File: src/sv/fht_pkg.sv
// ----------------------------------------------------------------------------
// fht_pkg
// Shared constants for the flow hash table.
// ----------------------------------------------------------------------------
package fht_pkg;

	localparam int HASH_BITS_DEF = 8;
	localparam int MAX_FLOWS_DEF = 1024;

	localparam int KEY_WORDS = 5;
	localparam int KEY_BITS  = KEY_WORDS * 64;
	localparam int HND_W     = 10;
	localparam int BKT_W     = 8;
	localparam int CNT_W     = 11;

	localparam logic [31:0] GOLDEN = 32'h9E3779B9;

	localparam logic [1:0] FUNC_ADD    = 2'd0;
	localparam logic [1:0] FUNC_LOOKUP = 2'd1;
	localparam logic [1:0] FUNC_REMOVE = 2'd2;
	localparam logic [1:0] FUNC_UNUSED = 2'd3;

	localparam logic [1:0] STS_OK    = 2'd0;
	localparam logic [1:0] STS_MISS  = 2'd1;
	localparam logic [1:0] STS_FULL  = 2'd2;
	localparam logic [1:0] STS_BADH  = 2'd3;

endpackage

File: src/sv/fht_hash.sv
// ----------------------------------------------------------------------------
// fht_hash
// Two-stage bucket hash: xor fold of the 32-bit key chunks, then golden-ratio multiply.
// ----------------------------------------------------------------------------
module fht_hash #(
	parameter int HASH_BITS = fht_pkg::HASH_BITS_DEF
) (
	input  logic                        clk,
	input  logic [fht_pkg::KEY_BITS-1:0] key,
	output logic [HASH_BITS-1:0]        bkt
);

	localparam int CHUNKS = fht_pkg::KEY_BITS / 32;

	logic [31:0] fold;
	logic [31:0] h_s1;
	logic [31:0] prod;

	// no byte rotation: a plain xor of the 32-bit chunks of the key
	always_comb begin
		fold = '0;
		for (int c = 0; c < CHUNKS; c++) begin
			fold = fold ^ key[c*32 +: 32];
		end
	end

	assign prod = h_s1 * fht_pkg::GOLDEN;

	always_ff @(posedge clk) begin
		h_s1 <= fold;
		bkt  <= prod[31 -: HASH_BITS];
	end

endmodule

File: config.mk
export PLATFORM = sky130hd
export DESIGN_NAME = fht_hash
export DESIGN_NICKNAME = d
export VERILOG_FILES = /design/src/sv/fht_pkg.sv /design/src/sv/fht_hash.sv
export SDC_FILE = /design/constraint.sdc
export NUM_CORES = 1
export LEC_CHECK = 0
export BUFFER_PORTS_ARGS = -buffer_cell sky130_fd_sc_hd__buf_2
export CAP_MARGIN = 20
export CORE_AREA = 2 2 161 163
export DETAILED_ROUTE_END_ITERATION = 8
export DIE_AREA = 0 0 163 165
export PLACE_DENSITY = 0.75
export RECOVER_POWER = 50
export SYNTH_ARGS = -nofsm -noshare
export SYNTH_HDL_FRONTEND = slang
export SYNTH_SLANG_ARGS = --single-unit
File: constraint.sdc
create_clock -name clk -period 8.75 [get_ports clk]
set_input_delay 1.3125 -clock clk [delete_from_list [all_inputs] [get_ports clk]]
set_output_delay 1.3125 -clock clk [all_outputs]
set_load 0.005 [all_outputs]
==> qor.yml, run 1 <==
h-tree-depth: 2
hold_buffers: 0
hp-class: "reg -> reg"
cts.clk_slew.worst_paths_ns: 0.07
ctsLongestPathBuffers: 2
numCtsBuffers: 5
min_to: "bkt[7]$_DFF_P_"
wl_per_cell_um: 17.3
hold_viol_final: 0
post_cts_buffers: 0
cts_tree: "done"
cts_sinks: 40
synthTopCellsByCount: "xnor2_1 (294), inv_1 (289), fa_1 (228)"
antenna_found_initial: 1
die-area_um2: 26900
yosys.cell_types.count: 37
synth-seq-cells: 40
slew_violations: 0
rrSetupSlack_ns: 2.15
drive_above_1_share_pct: 22.4
vias_per_cell: 4.73
worstPathArrival_ns: 6.81
multi_input_area_um2: 10400
setup-violations-final: 0
reg2reg_to: "bkt[4]$_DFF_P_"
syn_area_per_cell_um2: 10.6
worst_slew_pin_slew_ns: 0.609
overflow: 0
yosys-top-cells-area: "fa_1 (37%), xnor2_1 (21%), ha_1 (20%)"
crit_type: "reg -> reg"
endpoint_kind: "flip-flop"
port_buffers: 328
yosysTopAreaCell: "fa_1"
rows: 58
status: "finished, final reports clean"
yosysSeqAreaShare_pct: 6.49
gp_routability_congestion: 0.973
relSlewSlack_pct: 59.4
startpoint: "h_s1[6]$_DFF_P_"
start_util_pct: 49.2
syn_to_final_growth_pct: 17.9
required_ns: 8.96
drv_cap: 0
drcViolationCount: 0
rsz0062_at_grt: "no"
io_pins: 329
grt_max_degree: 15
regArea_um2: 801
timing.fmax_ghz: 0.152
nets: 2245
tns_ns: 0
synth_cells: 1160
min_period_ns: 6.60
post_cts_resized: 0
worst-r2r-cell-count: 22
hp-start: "h_s1[26]$_DFF_P_"
post-dp-hpwl_um: 29700
synth-edff-count: 0
grt_pass1_wl_um: 48400
core-area_um2: 25000
synth_async_sr_flop_share_pct: 0
wl_um: 31700
die_height_um: 165
vias: 8654
postLayoutCellArea_um2: 14500
place_area_um2: 14400
fin_crit_sh_pct: 75.4
whs_ns: 1.09
fillers: 2184
skew_ns: 0.00375
die-width_um: 163
synth_area_um2: 12300
ys.flop_type: "dfxtp_1"
cp_max_fo: 8
grt_pass1_vias: 9458
yosys_warnings: 0
rr_startpoint: "h_s1[6]$_DFF_P_"
clk_latency_ns: 0.30
synth_fp_nets: 1909
holdPathStages: 5
start_kind: "flip-flop"
yosys.cell_count.top_type: "xnor2_1"
dr.pass1.iters: 5
drtIter0Drc: 281
ant_nets: 0
grtUsageTotal_pct: 24.2
cts_root_buffer: "clkbuf_16"
synth.top_cell.area_share_pct: 37.0
-- critical path, cell delays in order, from the launching register on --
cell	delay, ns
dfxtp_1	0.59
inv_1	0.20
fa_1	0.52
inv_1	0.05
fa_1	0.39
fa_1	0.49
inv_1	0.05
fa_1	0.49
inv_1	0.06
fa_1	0.49
inv_1	0.06
fa_1	0.55
inv_1	0.05
fa_1	0.49
fa_1	0.41
ha_1	0.32
a21o_1	0.18
a21oi_1	0.12
o21ai_0	0.10
a21oi_1	0.22
o22ai_2	0.14
or4_1	0.42
o311ai_1	0.10
-- state kept, by name, indices dropped and copies added, names as in the netlist --
register and flops:
h_s1 32, bkt 8
-- cell usage in the layout (no fill, tap or decap), types with 2 or more instances in the layout --
master / count
buf_2: 322
dfxtp_1: 40
fa_1: 228
a21oi_1: 14
nor2_1: 6
nand4_1: 3
clkbuf_1: 6
xnor2_1: 294
xor2_1: 38
a21o_1: 9
clkinvlp_4: 2
inv_1: 289
clkbuf_16: 5
o21bai_1: 2
o21ai_0: 5
nand3_1: 3
ha_1: 200
nand2_1: 5
nor3_1: 2
-- final cells by class --
class	count	area share (%)
Inverter	289	7.46
Sequential cell	40	5.51
Timing Repair Buffer	329	11.3
Clock inverter	3	0.164
Clock buffer	5	0.861
Multi-Input combinational cell	831	71.9
Tap cell	330	2.84
Antenna cell	1	0.0172
-- routing by layer --
metal | track usage [%] | vias up | part of all wire (%)
met5 | 0 | - | 0
met4 | 6.36 | 0 | 2.5
met3 | 3.87 | 36 | 5.9
met2 | 44.8 | 259 | 53
met1 | 29.2 | 4194 | 38
li1 | - | 4165 | -
-- through the flow --
step | util (%) | cells | setup slack (ns)
after floorplan | - | 1160 | 2.60
after global placement | 57.5 | 1819 | 2.26
after detailed placement | 57.5 | 1819 | 2.13
after CTS | 58.1 | 1827 | 2.14
after global routing | 58.1 | 1828 | 1.88
final | 58.1 | 1828 | 2.15
-- cell families (layout without fill, tap and decap cells) --
group,after synthesis,count (layout),share of synthesized area (%)
fa+ha+maj,428,428,57.3
xor+xnor,332,332,23.6
buf+inv,289,626,8.80
compound gates,46,46,2.70
flops,40,40,6.49
simple gates,23,23,0.934
mux,2,2,0.173
other cells,0,1,0
-- worst max-delay path by stage --
stage,depth (start not counted),endpoint,slack [ns]
floorplan,22,bkt[4]$_DFF_P_,2.60
global placement,22,bkt[4]$_DFF_P_,2.26
detailed placement,22,bkt[4]$_DFF_P_,2.13
CTS,22,bkt[4]$_DFF_P_,2.14
global route,22,bkt[4]$_DFF_P_,1.88
finish,22,bkt[4]$_DFF_P_,2.15
Power of run 1 is left out: the tool's default activity adds up to more than one toggle a clock period on the data nets, which glitch-free logic cannot reach.
==> run 2, diff against run 1 <==
Settings changed: ABC_AREA set to 1, CORE_AREA 2 2 161 163 to 2 2 165 167, DIE_AREA 0 0 163 165 to 0 0 167 169, PLACE_DENSITY 0.75 to 0.78.
Clock period 8.75 ns to 6 ns, I/O delays scaled along.
==> qor.yml, run 2 <==
status: "finished, final reports clean"
numCtsBuffers: 5
synth_cells: 1379
drv_cap: 0
yosysSeqAreaShare_pct: 6.12
cts_tree: "done"
hold_buffers: 0
synth.top_cell.area_share_pct: 34.9
synth_top_family_by_area: "adder cells"
hold_viol_final: 0
overflow: 0
required_ns: 6.24
synthTopCellsByCount: "inv_1 (358), xnor2_1 (229), fa_1 (228)"
syn_area_per_cell_um2: 9.48
ant_nets: 0
yosys-top-cells-area: "fa_1 (35%), ha_1 (19%), xnor2_1 (15%)"
die_height_um: 169
crit_type: "reg -> reg"
yosysTopAreaCell: "fa_1"
worst-path-buf-inv: 7
cp_slowest_cell: "fa_1"
io_pins: 329
yosys_warnings: 0
gp_routability_congestion: 0.969
tns_ns: 0
rows: 60
endpoint_kind: "flip-flop"
crit_chain: "inv_2 > fa_1 > inv_2 > fa_2 > fa_1 > inv_1 > fa_1 > inv_2 > fa_1 > inv_1 > fa_1 > inv_2 > fa_1 > fa_1 > ha_4 > nand2_2 > nor2_4 > nand2_1 > nor2_2 > nor2_1 > nand3_1 > o21bai_4 > buf_4 > xor2_1"
drive_above_1_share_pct: 27.0
mostFrequentLayoutCell: "inv_1"
timing.fmax_ghz: 0.170
ys.flop_type: "dfxtp_1"
yosys.cell_types.count: 32
nets: 2518
post-dp-hpwl_um: 33300
cp_max_fo: 4
cts.clk_slew.worst_paths_ns: 0.07
largest_register_ffs: 32
cts_sinks: 40
synth_adder_area_share_pct: 54.1
synth_async_sr_flop_share_pct: 0
ctsLongestPathBuffers: 2
min_period_ns: 5.89
start_kind: "flip-flop"
mostFrequentLayoutCells: "inv_1 (340), buf_2 (323), xnor2_1 (229)"
setup-violations-final: 0
antenna_found_initial: 1
hp-class: "in -> reg"
vias: 10400
grt_pass1_wl_um: 55500
rsz0062_at_grt: "yes"
grt_max_degree: 15
die-area_um2: 28200
synth_area_um2: 13100
drcViolationCount: 0
synth-seq-cells: 40
worst_slew_pin_slew_ns: 0.498
yosys.cell_count.top_type: "inv_1"
relSlewSlack_pct: 66.7
h-tree-depth: 2
muxShareOfSynthArea_pct: 0
skew_ns: 0.00911
wl_um: 36300
synth_compound_area_share_pct: 2.46
dr.pass1.iters: 5
fin_crit_sh_pct: 98.2
clk_latency_ns: 0.31
largest-register: "h_s1"
synth-edff-count: 0
vias_per_cell: 4.92
critical-path-max-stage-delay_ns: 0.56
port_buffers: 328
drtIter0Drc: 542
cp_top_family: "adder cells"
die-width_um: 167
core-area_um2: 26500
grt_pass1_vias: 11200
grtUsageTotal_pct: 25.6
start_util_pct: 49.3
synthSimpleGateAreaFrac_pct: 6.30
fillers: 2227
synth_fp_nets: 2128
cts_root_buffer: "clkbuf_16"
slew_violations: 0
wl_per_cell_um: 17.2
biggestRegsByFlops: "h_s1 x32, bkt x8"
worstPathArrival_ns: 6.14
crit_top_cell: "fa_1"
syn_to_final_growth_pct: 22.9
synth-xor-area-share_pct: 20.7
## run 2: changes by cell type after synthesis, moves of 3 or more
cell / previous run / this run
a21oi_1: 14 / 21
inv_1: 289 / 358
inv_2: 0 / 3
nand2_1: 5 / 121
nand3_1: 3 / 27
nand3b_1: 0 / 4
nor2_1: 6 / 17
nor2_2: 0 / 4
o21ai_0: 5 / 11
xnor2_1: 294 / 229
xor2_1: 38 / 80
## run 2: layout make-up
cell class / count / area, µm² / area share, %
diodes: 1 / 2.50 / 0.0156
clock buffers: 5 / 125 / 0.779
clock inverters: 3 / 47.5 / 0.296
inverters: 361 / 1360 / 8.47
multi-input cells: 978 / 11200 / 69.8
flip-flops and latches: 40 / 822 / 5.12
well taps: 341 / 427 / 2.66
repair buffers: 383 / 2060 / 12.8
## run 2: logic make-up (layout without fill, tap and decap cells)
| kind of cell | after synthesis | after routing |
|---|---|---|
| adders and majority gates | 428 | 428 |
| buffers and inverters | 361 | 752 |
| xor gates and xnor gates | 309 | 309 |
| and+or+nand+nor | 188 | 188 |
| AOI/OAI and AO/OA | 53 | 53 |
| DFF | 40 | 40 |
| other | 0 | 1 |
## run 2: worst min-delay path, delay by kind of cell
family | cells | cell delay [ns]
buf+inv | 1 | 0.08
xor+xnor | 3 | 0.31
## run 2: per-stage QoR
| stage | hold slack [ns] | setup slack, ns | cell area, µm² | util, % | cells |
|---|---|---|---|---|---|
| 5_1_grt | 1.04 | -0.0976 | 16100 | 60.6 | 2112 |
| 3_5_place_dp | 1.07 | -0.241 | 15500 | 58.4 | 2091 |
| 2_1_floorplan | 0.910 | 0.161 | 13100 | - | 1379 |
| 3_3_place_gp | 1.08 | -0.144 | 15500 | 58.4 | 2091 |
| 6_report | 1.03 | 0.108 | 16100 | 60.6 | 2112 |
| 4_1_cts | 1.02 | 0.00333 | 15700 | 59.2 | 2099 |
## run 2: layer usage
layer	GRT usage [%]	wire (µm)	part of all wire, %
met5	0	0	0
met4	9.26	1320	3.6
met3	3.48	2290	6.3
met2	48.6	19500	54
met1	29.4	13200	36
## run 2: worst paths after layout
kind	start	to	slack, ns	cells after the start
max	h_s1[6]$_DFF_P_	bkt[1]$_DFF_P_	0.11	24
min	key[277]	h_s1[21]$_DFF_P_	1.03	4
max reg2reg	h_s1[6]$_DFF_P_	bkt[1]$_DFF_P_	0.11	24
min reg2reg	h_s1[23]$_DFF_P_	bkt[7]$_DFF_P_	1.09	8
## run 2: what timing repair did
action                     in CTS  in global routing
setup buffers                   0                 12
pin swaps                       0                 49
setup endpoints to repair       5                  7
cloned                          0                  0
gates resized for setup        12                 84
Power of run 2 is left out for the same reason.
